File: config.mk
export PLATFORM = sky130hd
export DESIGN_NAME = rmf_mul
export DESIGN_NICKNAME = d
export VERILOG_FILES = /design/src/sv/rmf_pkg.sv /design/src/sv/rmf_mul.sv
export SDC_FILE = /design/constraint.sdc
export NUM_CORES = 2
export LEC_CHECK = 0
export BUFFER_PORTS_ARGS = -buffer_cell sky130_fd_sc_hd__buf_2
export CORE_MARGIN = 4
export CORE_UTILIZATION = 40
export CTS_CLUSTER_DIAMETER = 100
export CTS_CLUSTER_SIZE = 16
export DETAILED_ROUTE_END_ITERATION = 16
export MAX_ROUTING_LAYER = met4
export SLEW_MARGIN = 25
export SYNTH_ARGS = -nofsm -noshare
export SYNTH_HDL_FRONTEND = slang
export SYNTH_SLANG_ARGS = --single-unit
File: constraint.sdc
create_clock -name clk -period 7.6 [get_ports clk]
set_input_delay 0.38 -clock clk [delete_from_list [all_inputs] [get_ports clk]]
set_output_delay 0.38 -clock clk [all_outputs]
set_load 0.01 [all_outputs]
File: src/sv/rmf_pkg.sv
// ----------------------------------------------------------------------------
// rmf_pkg: shared types and helpers for the rotation-minimizing frame step
// Sequencer state type, fixed-point defaults and the 32-bit saturation helper.
// ----------------------------------------------------------------------------
package rmf_pkg;

    localparam int FRAC_BITS_DEF = 16;
    localparam int QW            = 31;   // magnitude bits of the reflection coefficient

    typedef enum logic [3:0] {
        S_IDLE,
        S_V1,
        S_LDU,
        S_CC,
        S_CN,
        S_DIV,
        S_DIVW,
        S_APPLY,
        S_RDONE,
        S_CROSS,
        S_DONE
    } rmf_state_t;

    // Clamp a wide signed value to the 32-bit range
    function automatic logic signed [31:0] sat32(input logic signed [65:0] x);
        logic signed [31:0] r;
        if (x > 66'sd2147483647)
        begin
            r = 32'sh7fffffff;
        end
        else if (x < -66'sd2147483648)
        begin
            r = 32'sh80000000;
        end
        else
        begin
            r = x[31:0];
        end
        return r;
    endfunction

endpackage

File: src/sv/rmf_mul.sv
// ----------------------------------------------------------------------------
// rmf_mul: shared fixed-point multiplier
// Registers the full 64-bit product; the scaled result (truncated toward zero)
// is available in the cycle after the operands are presented.
// ----------------------------------------------------------------------------
module rmf_mul #(
    parameter int FRAC_BITS = rmf_pkg::FRAC_BITS_DEF
) (
    input  logic               clk,
    input  logic signed [31:0] a,
    input  logic signed [31:0] b,
    output logic signed [63:0] t
);
    import rmf_pkg::*;

    logic signed [63:0] prod_reg;
    logic signed [63:0] shifted;
    logic               fix;

    // Hold the product of the presented operands
    always_ff @(posedge clk)
    begin
        prod_reg <= a * b;
    end

    // Scale down, rounding negative values toward zero
    assign shifted = prod_reg >>> FRAC_BITS;
    assign fix     = prod_reg[63] && (|prod_reg[FRAC_BITS-1:0]);
    assign t       = shifted + {63'd0, fix};

endmodule

; ---- After elaboration in Yosys (flattened, before gate mapping)
; Cells that the tools add are included.
[totals]
regBits = 64
in_bits = 65
output_inout_bits = 64
elab_cells = 5
[classes]
addsub = 1
mul = 1
reduce_logical = 2
[op_table]
columns = cell, count
row1 = multiplier 32 x 32 -> 64 bit, 1
row2 = adder 48 x 2 -> 49 bit, 1
row3 = OR reduction 16 bit, 1
row4 = logical AND 1 bit, 1

; ---- Longest topological paths before layout
[depth]
depth_word = 3
mapped_depth = 28
depth_no_buf = 27

; ---- Worst setup path before layout
; Ideal clock, no wire load.
[synth_timing]
path_type = input port to flip-flop
startpoint = in b[2]
endpoint = reg prod_reg[63]
setup_time_ns = 0.072
t_arrival_ns = 7.731
required_ns = 7.528
setup_slack_ns = -0.203
stages = 25
n_path_buf = 2
path_cell_list = clkbuf_1 > nand2_1 > inv_1 > fa_1 > fa_1 > fa_1 > fa_1 > inv_1 > fa_1 > inv_1 > fa_1 > inv_1 > fa_1 > inv_1 > fa_1 > ha_1 > clkbuf_1 > nand2_1 > nor2_1 > nand2_1 > or4b_2 > a21oi_1 > a2111oi_0 > o31ai_1 > xnor2_1
[synth_via]
elab_chain_cells = 1
[synth_lines]
columns = item, line
row1 = from (decl), rmf_mul.sv:11  ; input logic signed [31:0] b,
row2 = multiplier 32 x 32 -> 64 bit, rmf_mul.sv:23  ; prod_reg <= a * b;
row3 = to (signal assigned), rmf_mul.sv:23
row4 = to (decl), rmf_mul.sv:16  ; logic signed [63:0] prod_reg;
; No other way between the ends.

; ---- Worst setup path after layout
[layout_timing]
startpoint = in b[3]
endpoint = reg prod_reg[49]
; Same word-level chain as after synthesis.

==> out/metrics.csv <==
metric;value;unit
status;finished clean;
critPathLaunchType;input pin;
num-nets-final;5731;
grt_use_total;21.9;%
num_io_pins;129;
synth_warnings;0;
grt_antenna_before_repair;9;
critPathRequiredTime;7840;ps
row_count;113;
cts_root_buf;clkbuf_16;
critical_path_class;input pin to flip-flop;
gp_congestion;0.915;
yosysSeqAreaShare;3.32;%
io_buffers;128;
hp-class;input pin to flip-flop;
tns;0;ps
grt-ovfl-total;0;
worstHoldPathCells;4;
syn_nets;5454;
nFillCells;9336;
worstSetupEndpointType;flip-flop;
route.met3.wl;3510;um
synth_edf_count;0;
drt-met1-wl;40700;um
post_drt_wl_per_cell;18.1;um
synth_area_leaders;fa_1 (56%), inv_1 (9.5%), and2_1 (8.4%), ha_1 (6.0%), nand2_1 (5.3%);
slew_viol_final;0;
synthesis.area;38600;um^2
cts.sinks;64;
yosysUniqueCellTypes;68;
fin_ws;257;ps
dr.pass1.iters;5;
async_flop_share;0;%
core_area;95400;um^2
viasPerCell;4.85;
worst_hold_startpoint;b[0];
vias;27533;
die_w;319;um
slew-limit-headroom;51.0;%
cts_tree;yes;
grt_pass1_wl;171000;um
cap_violations;0;
synth_top_area_share;56.0;%
cp_data_arrival_time;7590;ps
antenna_left;0;
die_y;319;um
tightest_slew;735;ps
clk_pin_slew;50;ps
ys_seq_elements;64;
pre_cts_slack;-377;ps
synth_ff_type;dfxtp_1;
fin_util;45.5;%
largest_reg_flops;64;
remaining_drc_errors;0;
area_growth;12.3;%
wl;103000;um
timing.fmax;136;MHz
synthCells;4121;
finalHoldViolations;0;
avgSynthCellArea;9.38;um^2
wl_met2;56300;um
worstPathMaxFanout;12;
numCtsBuffers;9;
postCtsHoldBufs;0;
ctsLongestPathBuffers;2;
grt_max_degree;24;
start_util;40.5;%
setup_violations;0;
drtIter0Drc;1275;
drive_gt1_share;12.8;%
htree_levels;3;
die-area;102000;um^2
period_needed;7340;ps
min_period_over_period;96.6;%
place_hpwl;93400;um
min_to;prod_reg[0];
top_layer;met4;
grt_pass1_vias;31238;
yosysTopAreaCell;fa_1;
==> logic make-up (layout without fill, tap and decap cells) <==
logic type | Yosys count | count (layout) | synth area share, %
AO/OA/AOI/OAI | 206 | 206 | 3.62
XOR/XNOR | 118 | 118 | 2.67
adder cells (fa/ha/maj) | 1268 | 1268 | 62.1
buffers and inverters | 1205 | 1487 | 11.9
flip-flops | 64 | 64 | 3.32
multiplexers | 1 | 1 | 0.0259
other | 0 | 6 | 0
AND/OR/NAND/NOR | 1259 | 1259 | 16.4
==> layout by cell type, fill, tap and decap left out, types with 26 or more instances in the layout <==
| cell type | synthesis | final |
|---|---|---|
| o21ai_0 | 27 | 26 |
| buf_4 | 15 | 347 |
| and2_1 | 519 | 519 |
| inv_1 | 977 | 975 |
| xor2_1 | 34 | 34 |
| nand2_1 | 546 | 546 |
| ha_1 | 186 | 186 |
| dfxtp_1 | 64 | 64 |
| a21o_1 | 37 | 37 |
| nand3_1 | 33 | 33 |
| fa_1 | 1082 | 1078 |
| a21oi_1 | 69 | 63 |
| nor2_1 | 76 | 76 |
| xnor2_1 | 84 | 84 |
| buf_2 | 4 | 113 |
==> what timing repair did <==
action                                  in CTS  in global routing
pin swaps                                    0                  8
gates resized for setup                      1                 40
gates cloned                                 0                  0
endpoints found under the setup margin       1                 22
buffers inserted                             0                  2
hold endpoints to repair                     0                  0
==> worst max-delay path by stage <==
stage | start | end | cells past startpoint
2_1_floorplan | a[31] | prod_reg[63] | 27
3_3_place_gp | b[8] | prod_reg[63] | 26
3_5_place_dp | b[8] | prod_reg[63] | 26
4_1_cts | b[8] | prod_reg[63] | 26
5_1_grt | a[10] | prod_reg[55] | 26
6_report | b[3] | prod_reg[49] | 23
==> synth_stat cells, types with 34 or more instances <==
library cell  count
a21o_1           37
a21oi_1          69
and2_1          519
clkbuf_1        209
dfxtp_1          64
fa_1           1082
ha_1            186
inv_1           977
nand2_1         546
nor2_1           76
xnor2_1          84
xor2_1           34
==> layer usage <==
metal / up-vias / global-route usage (%)
met5: - / -
met4: 0 / 4.07
met3: 132 / 1.76
met2: 596 / 40.7
met1: 14448 / 26.3
li1: 12357 / -
==> per-stage QoR <==
stage | std cells | instance area [um^2] | hold WS, ps
finish | 5674 | 43400 | 830
global route | 5674 | 43400 | 826
CTS | 5666 | 43200 | 801
detailed placement | 5650 | 42900 | 915
global placement | 5650 | 42900 | 915
floorplan | 4121 | 38700 | 507
==> worst max-delay path: stages <==
cell and delay (ps):
buf_2 300, buf_4 270, nand2_1 90, fa_1 530
fa_1 440, fa_1 530, fa_1 560, inv_1 50
fa_1 480, fa_1 640, fa_1 490, fa_1 450
ha_1 330, buf_4 180, a211oi_1 180, o21ai_0 140
a21oi_1 280, a211oi_2 140, buf_4 160, o21a_2 250
or2_2 340, a31oi_1 180, xnor2_1 180
==> final cells by class <==
class	instances	area (um^2)	share of cell area (%)
diodes	6	15.0	0.0346
clock buffers	11	253	0.582
clock inverters	5	78.8	0.182
inverters	977	3670	8.46
multi-input cells	2852	32900	75.7
flip-flops and latches	64	1280	2.95
well taps	1265	1580	3.65
repair buffers	494	3650	8.42
Power is not shown: default switching activity piles up to over one toggle a cycle in this logic, so the estimate is an artifact.
