## src/sv/rmf_pkg.sv

```systemverilog
// ----------------------------------------------------------------------------
// rmf_pkg: shared types and helpers for the rotation-minimizing frame step
// Sequencer state type, fixed-point defaults and the 32-bit saturation helper.
// ----------------------------------------------------------------------------
package rmf_pkg;

    localparam int FRAC_BITS_DEF = 16;
    localparam int QW            = 31;   // magnitude bits of the reflection coefficient

    typedef enum logic [3:0] {
        S_IDLE,
        S_V1,
        S_LDU,
        S_CC,
        S_CN,
        S_DIV,
        S_DIVW,
        S_APPLY,
        S_RDONE,
        S_CROSS,
        S_DONE
    } rmf_state_t;

    // Clamp a wide signed value to the 32-bit range
    function automatic logic signed [31:0] sat32(input logic signed [65:0] x);
        logic signed [31:0] r;
        if (x > 66'sd2147483647)
        begin
            r = 32'sh7fffffff;
        end
        else if (x < -66'sd2147483648)
        begin
            r = 32'sh80000000;
        end
        else
        begin
            r = x[31:0];
        end
        return r;
    endfunction

endpackage

```

## src/sv/rmf_div.sv

```systemverilog
// ----------------------------------------------------------------------------
// rmf_div: iterative fixed-point ratio unit
// Computes min(floor(num * 2^FRAC_BITS / den), 2^31-1), one quotient bit per
// cycle after a saturation check that ends the division early on overflow.
// ----------------------------------------------------------------------------
module rmf_div #(
    parameter int FRAC_BITS = rmf_pkg::FRAC_BITS_DEF
) (
    input  logic                      clk,
    input  logic                      rst_n,
    input  logic                      start,
    input  logic [64:0]               num,
    input  logic [63:0]               den,
    output logic                      done,
    output logic [rmf_pkg::QW-1:0]    q
);
    import rmf_pkg::*;

    localparam int DW = 97;

    logic [DW-1:0] rem_reg;
    logic [DW-1:0] dsr_reg;
    logic [QW-1:0] q_reg;
    logic [5:0]    cnt_reg;
    logic          busy_reg;
    logic          done_reg;
    logic          ge;

    assign ge = (rem_reg >= dsr_reg);

    // Control: step counter and completion flag
    always_ff @(posedge clk or negedge rst_n)
    begin
        if (!rst_n)
        begin
            busy_reg <= 1'b0;
            done_reg <= 1'b0;
            cnt_reg  <= '0;
        end
        else
        begin
            done_reg <= 1'b0;
            if (start)
            begin
                busy_reg <= 1'b1;
                cnt_reg  <= 6'(QW + 1);
            end
            else if (busy_reg)
            begin
                if ((cnt_reg == 6'(QW + 1) && ge) || cnt_reg == 6'd1)
                begin
                    busy_reg <= 1'b0;
                    done_reg <= 1'b1;
                end
                cnt_reg <= cnt_reg - 6'd1;
            end
        end
    end

    // Datapath: shift divisor down, subtract where it fits
    always_ff @(posedge clk)
    begin
        if (start)
        begin
            rem_reg <= DW'(num) << FRAC_BITS;
            dsr_reg <= DW'(den) << QW;
            q_reg   <= '0;
        end
        else if (busy_reg)
        begin
            if (cnt_reg == 6'(QW + 1))
            begin
                if (ge)
                begin
                    q_reg <= '1;
                end
            end
            else
            begin
                if (ge)
                begin
                    rem_reg <= rem_reg - dsr_reg;
                end
                q_reg <= {q_reg[QW-2:0], ge};
            end
            dsr_reg <= dsr_reg >> 1;
        end
    end

    assign done = done_reg;
    assign q    = q_reg;

endmodule

```

## config.mk

```make
export PLATFORM = sky130hd
export DESIGN_NAME = rmf_div
export DESIGN_NICKNAME = d
export VERILOG_FILES = /design/src/sv/rmf_pkg.sv /design/src/sv/rmf_div.sv
export SDC_FILE = /design/constraint.sdc
export NUM_CORES = 1
export LEC_CHECK = 0
export ABC_AREA = 1
export ABC_CLOCK_PERIOD_IN_PS = 4200
export BUFFER_PORTS_ARGS = -buffer_cell sky130_fd_sc_hd__buf_2
export CORE_ASPECT_RATIO = 0.9
export CORE_MARGIN = 1
export CORE_UTILIZATION = 40
export CTS_CLUSTER_SIZE = 16
export DETAILED_ROUTE_END_ITERATION = 7
export GPL_TIMING_DRIVEN = 0
export RECOVER_POWER = 25
export SKIP_LAST_GASP = 1
export SYNTH_ARGS = -nofsm -noshare
export SYNTH_HDL_FRONTEND = slang
export SYNTH_SLANG_ARGS = --single-unit
```

## constraint.sdc

```tcl
create_clock -name clk -period 4.2 [get_ports clk]
set_input_delay 0.21 -clock clk [delete_from_list [all_inputs] [get_ports clk]]
set_output_delay 0.21 -clock clk [all_outputs]
set_load 0.05 [all_outputs]
```

=== Word level (Yosys, flattened, before mapping) ===
Index checks and enable logic that the tools add are counted.
Widths: inputs -> output; s select.

* Word-level logic and storage cells: 39
* Input port bits: 132
* Bits in registers: 231
* Output and inout bits: 32

* Magnitude comparators: 1
* Bitwise logic cells: 1
* Equal/unequal tests: 4
* Add/sub/neg operators: 2
* Reductions and logical operators: 7
* Muxes and demuxes: 16

{| class="wikitable"
|+ Operators by type and width
! operator !! count
|-
| $mux 81 || 4
|-
| $mux 95 || 2
|-
| $ge 97x95->1 || 1
|-
| $sub 97x95->97 || 1
|-
| $mux 31 || 2
|-
| $mux 6 || 2
|-
| $eq 6x1->1 const B || 1
|-
| $eq 6x6->1 const B || 1
|-
| $mux 1 || 6
|-
| $reduce_and 3->1 || 2
|-
| $sub 6x1->6 const B || 1
|-
| $ne 2x2->1 const B || 2
|-
| $reduce_bool 2->1 || 2
|-
| $reduce_and 2->1 || 1
|-
| $logic_and 1x1->1 || 1
|-
| $logic_or 1x1->1 || 1
|-
| $not 1->1 || 1
|}

=== Logic depth before layout (Yosys ltp) ===
* Word-level depth: 6
* Gate-level depth with buffers: 20
* Gate-level depth less buffers: 19

=== Worst setup path before layout ===
No wires, ideal clock.

* Path type: register to register
* From: reg rem_reg[32]
* To: reg rem_reg[16], enable pin
* Slack: 677 ps
* Setup time: 425 ps
* Data arrival time: 3098 ps
* Stages on the path, launching flop included: 14
* Period minus slack after synthesis: 3523 ps
* Path through: edfxtp_1 ha_1 nand2_1 nor2_1 nand2_1 nor2_4 nand2_1 nor2_1 nand2_1 nand3_1 nor2_1 nand3_4 nand2_1 nand2_1

* Cells in the longest elaborated chain, start to end: 3

{| class="wikitable"
|+ RTL lines
! item !! line !! source
|-
| start, declared || rmf_div.sv:21 || <nowiki>logic [DW-1:0] rem_reg;</nowiki>
|-
| start signal, assigned || rmf_div.sv:65 || <nowiki>rem_reg <= DW'(num) << FRAC_BITS;</nowiki>
|-
| start signal, assigned || rmf_div.sv:82 || <nowiki>rem_reg <= rem_reg - dsr_reg;</nowiki>
|-
| $ge 97x95->1 || rmf_div.sv:29 || <nowiki>assign ge = (rem_reg >= dsr_reg);</nowiki>
|-
| $reduce_bool 2->1 (no source line) || -- ||
|-
| $reduce_and 3->1 (no source line) || -- ||
|}

Every way passes these cells.
A chain may end at the register's enable or synchronous reset.

=== Worst setup path after layout ===
* From: reg rem_reg[0]
* To: reg rem_reg[76], data pin

* Cells in the longest elaborated chain, start to end: 5

{| class="wikitable"
|+ RTL lines
! item !! line !! source
|-
| $sub 97x95->97 || rmf_div.sv:82 ||
|-
| $mux 81 || rmf_div.sv:80 || <nowiki>if (ge)</nowiki>
|-
| $mux 81 || rmf_div.sv:71 || <nowiki>if (cnt_reg == 6'(QW + 1))</nowiki>
|-
| $mux 81 || rmf_div.sv:69 || <nowiki>else if (busy_reg)</nowiki>
|-
| $mux 81 || rmf_div.sv:63 || <nowiki>if (start)</nowiki>
|}

Every way passes these cells. The select of a mux whose other input is x is not followed.

==> flow_metrics.env <==
export IMPL_status="complete, but fails checks"
export IMPL_fin_skew_ns=0.0135
export IMPL_slew_headroom=-0.408
export IMPL_wl_per_cell_um=19.9
export IMPL_synth_seq_area_share=0.331
export IMPL_h_tree_depth=1
export IMPL_leakage_nw=10.7
export IMPL_synthDistinctLibCells=39
export IMPL_cts_sinks=231
export IMPL_synth_seq_cells=231
export IMPL_critical_path_top_delay_family="simple AND/OR/NAND/NOR gates"
export IMPL_slowest_stage="fa_1"
export IMPL_finalNonFillerCells=3689
export IMPL_core_um2=44300
export IMPL_synthToLayoutAreaGrowth_pct=20.1
export IMPL_antenna_cells=0
export IMPL_final_util=0.488
export IMPL_hold_violations=0
export IMPL_min_path_type="in -> reg"
export IMPL_grt_usage=0.319
export IMPL_routabilityCongestion=1.01
export IMPL_min_period_ns=4.00
export IMPL_synth_xor_area_frac=0.0312
export IMPL_synthAdderAreaFrac=0.0686
export IMPL_grt_pass1_wl_mm=109
export IMPL_synth_compound_area_frac=0.144
export IMPL_violations="max-capacitance violations, max-slew violations"
export IMPL_critical_path_endpoint_type="flop"
export IMPL_dp_cells=3514
export IMPL_synth_mux_area_frac=0
export IMPL_p_per_area_nw_per_um2=857
export IMPL_cp_cell_sequence="inv_1, ha_1, fa_1, inv_1, nand3_1, nand2_1, nand2_1, nand2_1, nand2_1, nand2_1, nand3_1, nand2_1, nand2_1, nand2_1, nand2_1, nand2_1, nand2_1, nand3_2, nand2_1"
export IMPL_overflow=0
export IMPL_largest_reg_flops=97
export IMPL_via_count=18800
export IMPL_finalNetCount=3300
export IMPL_worst_pin_slew_ns=2.11
export IMPL_async_reset_ff_frac=0.0346
export IMPL_die_area_um2=45800
export IMPL_antenna_found_initial=0
export IMPL_first_pass_iters=6
export IMPL_arrival_ns=4.31
export IMPL_fillers=4647
export IMPL_regArea_um2=5960
export IMPL_setup_viol_count_final=0
export IMPL_portBuffers=162
export IMPL_ys_warn_count=0
export IMPL_cts_tree="done"
export IMPL_clk_pin_slew_ns=0.06
export IMPL_cap_violations=1
export IMPL_first_iter_violations=1629
export IMPL_post_cts_resized=0
export IMPL_crit_fanout=4
export IMPL_fin_crit_sh=0.953
export IMPL_start_util=0.406
export IMPL_crit_path_start_kind="flop"
export IMPL_dp_hpwl_mm=61.4
export IMPL_die_width_um=226
export IMPL_rsz0062_at_grt="no"
export IMPL_multi_input_area_um2=9910
export IMPL_cts_buffers=25
export IMPL_max_freq_mhz=250
export IMPL_drt_total_wl_mm=73.5
export IMPL_synth_nets=2980
export IMPL_cp_common_cell="nand2_1"
export IMPL_avgSynthCellArea_um2=6.54
export IMPL_critPathKind="reg -> reg"
export IMPL_critPathRequiredTime_ns=4.51
export IMPL_synth_area_um2=18000
export IMPL_critPathBufInv=2
export IMPL_ys_flop_type="edfxtp_1"
export IMPL_grt_pass1_vias=18100
export IMPL_ir_worst_vdd_v=0.000562
export IMPL_synth_edf_count=129
export IMPL_netlist_instances=2750
export IMPL_rows=73
export IMPL_clock_path_buffers=3
export IMPL_drive_above_1_share=0.0793
export IMPL_p_total_mw=18.5
export IMPL_synth_top_family_by_area="simple AND/OR/NAND/NOR gates"
export IMPL_yosys_area_share_simple=0.307
export IMPL_cpPeakStageDelay_ns=0.40
export IMPL_root_buffer="clkbuf_16"
export IMPL_grt_max_degree=42
export IMPL_drtAntennaViolNets=0
export IMPL_drc=0
export IMPL_io_pins=164
export IMPL_die_h_um=203
export IMPL_clock_latency_ns=0.55
export IMPL_vias_per_cell=5.10
export IMPL_slew_viol_final=33
## layout make-up
class	instances	share of cell area
inverter	493	0.0857
multi-input combinational	1972	0.459
buffer	54	0.0127
timing repair buffer	293	0.0972
clock buffer	32	0.0306
sequential	231	0.276
clock inverter	14	0.00440
tap	600	0.0347
## metrics by stage
step	hold slack, ns	instance area, µm²	TNS, ns	worst slack, ns
6_report	0.0928	21600	0	0.196
5_1_grt	0.0850	21600	0	0.0302
4_1_cts	0.0102	21600	0	0.375
3_5_place_dp	0.0665	19600	0	0.410
3_3_place_gp	0.0638	19600	-132.72	-1.11
2_1_floorplan	-0.0856	18000	0	0.677
## synthesized netlist by cell type, types with 2 or more instances
master | count | area (µm²)
inv_1 | 479 | 1800
nand2_1 | 893 | 3350
o22ai_1 | 31 | 194
nor2_1 | 214 | 803
xor2_1 | 19 | 166
buf_2 | 6 | 30.0
dfrtp_1 | 8 | 200
nand4_1 | 32 | 200
nand3b_1 | 10 | 75.1
a21o_1 | 3 | 22.5
dfxtp_1 | 94 | 1880
o21ai_1 | 66 | 330
nor4_1 | 7 | 43.8
inv_2 | 13 | 48.8
o21bai_1 | 60 | 450
nor2_4 | 6 | 67.6
a21oi_1 | 148 | 741
edfxtp_1 | 129 | 3870
o21ai_0 | 164 | 821
nor2_2 | 17 | 106
nand3_4 | 2 | 35.0
nand2_2 | 11 | 68.8
nand3_2 | 11 | 110
xnor2_1 | 45 | 394
nor3_1 | 17 | 85.1
and2_1 | 2 | 12.5
buf_6 | 7 | 78.8
clkbuf_1 | 37 | 139
buf_1 | 3 | 11.3
ha_1 | 97 | 1210
nand3_1 | 111 | 556
## power breakdown
| group | leakage, nW | switching [mW] | internal [mW] |
|---|---|---|---|
| clock | 0.379 | 0.930 | 1.17 |
| combinational | 8.11 | 9.04 | 3.66 |
| sequential | 2.25 | 0.313 | 3.39 |
| total | 10.7 | 10.3 | 8.22 |
## placed cells by master (no fill, tap or decap), types with 94 or more instances in the layout
master         synthesis  final
a21oi_1              148    148
buf_2                  6    135
dfxtp_1               94     94
dlygate4sd3_1          0    129
edfxtp_1             129    129
ha_1                  97     97
inv_1                479    479
nand2_1              893    892
nand3_1              111    111
nor2_1               214    214
o21ai_0              164    164
## path summary, 6_finish.rpt
check | start | to | slack (ns) | cells past startpoint
worst max-delay path | rem_reg[0] | rem_reg[76] | 0.20 | 19
worst min-delay path | den[62] | dsr_reg[93] | 0.09 | 3
worst max register to register | rem_reg[0] | rem_reg[76] | 0.20 | 19
worst min register to register | rem_reg[91] | rem_reg[91] | 0.48 | 2
max in group asynchronous | rst_n | cnt_reg[4] | 3.73 | 2
min in group asynchronous | rst_n | busy_reg | 0.14 | 2
## metal layers
metal / routed length, µm / vias to the layer above / track usage / part of all wire
met1: 34600 / 8753 / 0.448 / 0.47
met4: 1630 / 0 / 0.0675 / 0.022
met2: 32400 / 606 / 0.516 / 0.44
met3: 4890 / 72 / 0.0470 / 0.066
li1: - / 9386 / - / -
met5: 0 / - / 0 / 0
## cell families after synthesis
kind of cell	Yosys count
xor gates and xnor gates	64
adders and majority gates	98
DFF	231
buffers and inverters	547
AOI/OAI and AO/OA	476
and+or+nand+nor	1334
## worst min-delay path, stage by stage
cell	delay [ns]
buf_2	0.07
nand2_1	0.12
o21ai_0	0.12
## timing repair
| action | 4_1_cts | 5_1_grt |
|---|---|---|
| buffers inserted | 0 | 0 |
| endpoints found under the hold margin | 136 | 0 |
| hold buffers | 129 | 0 |
Note: power is estimated with default switching activity, not from simulation.
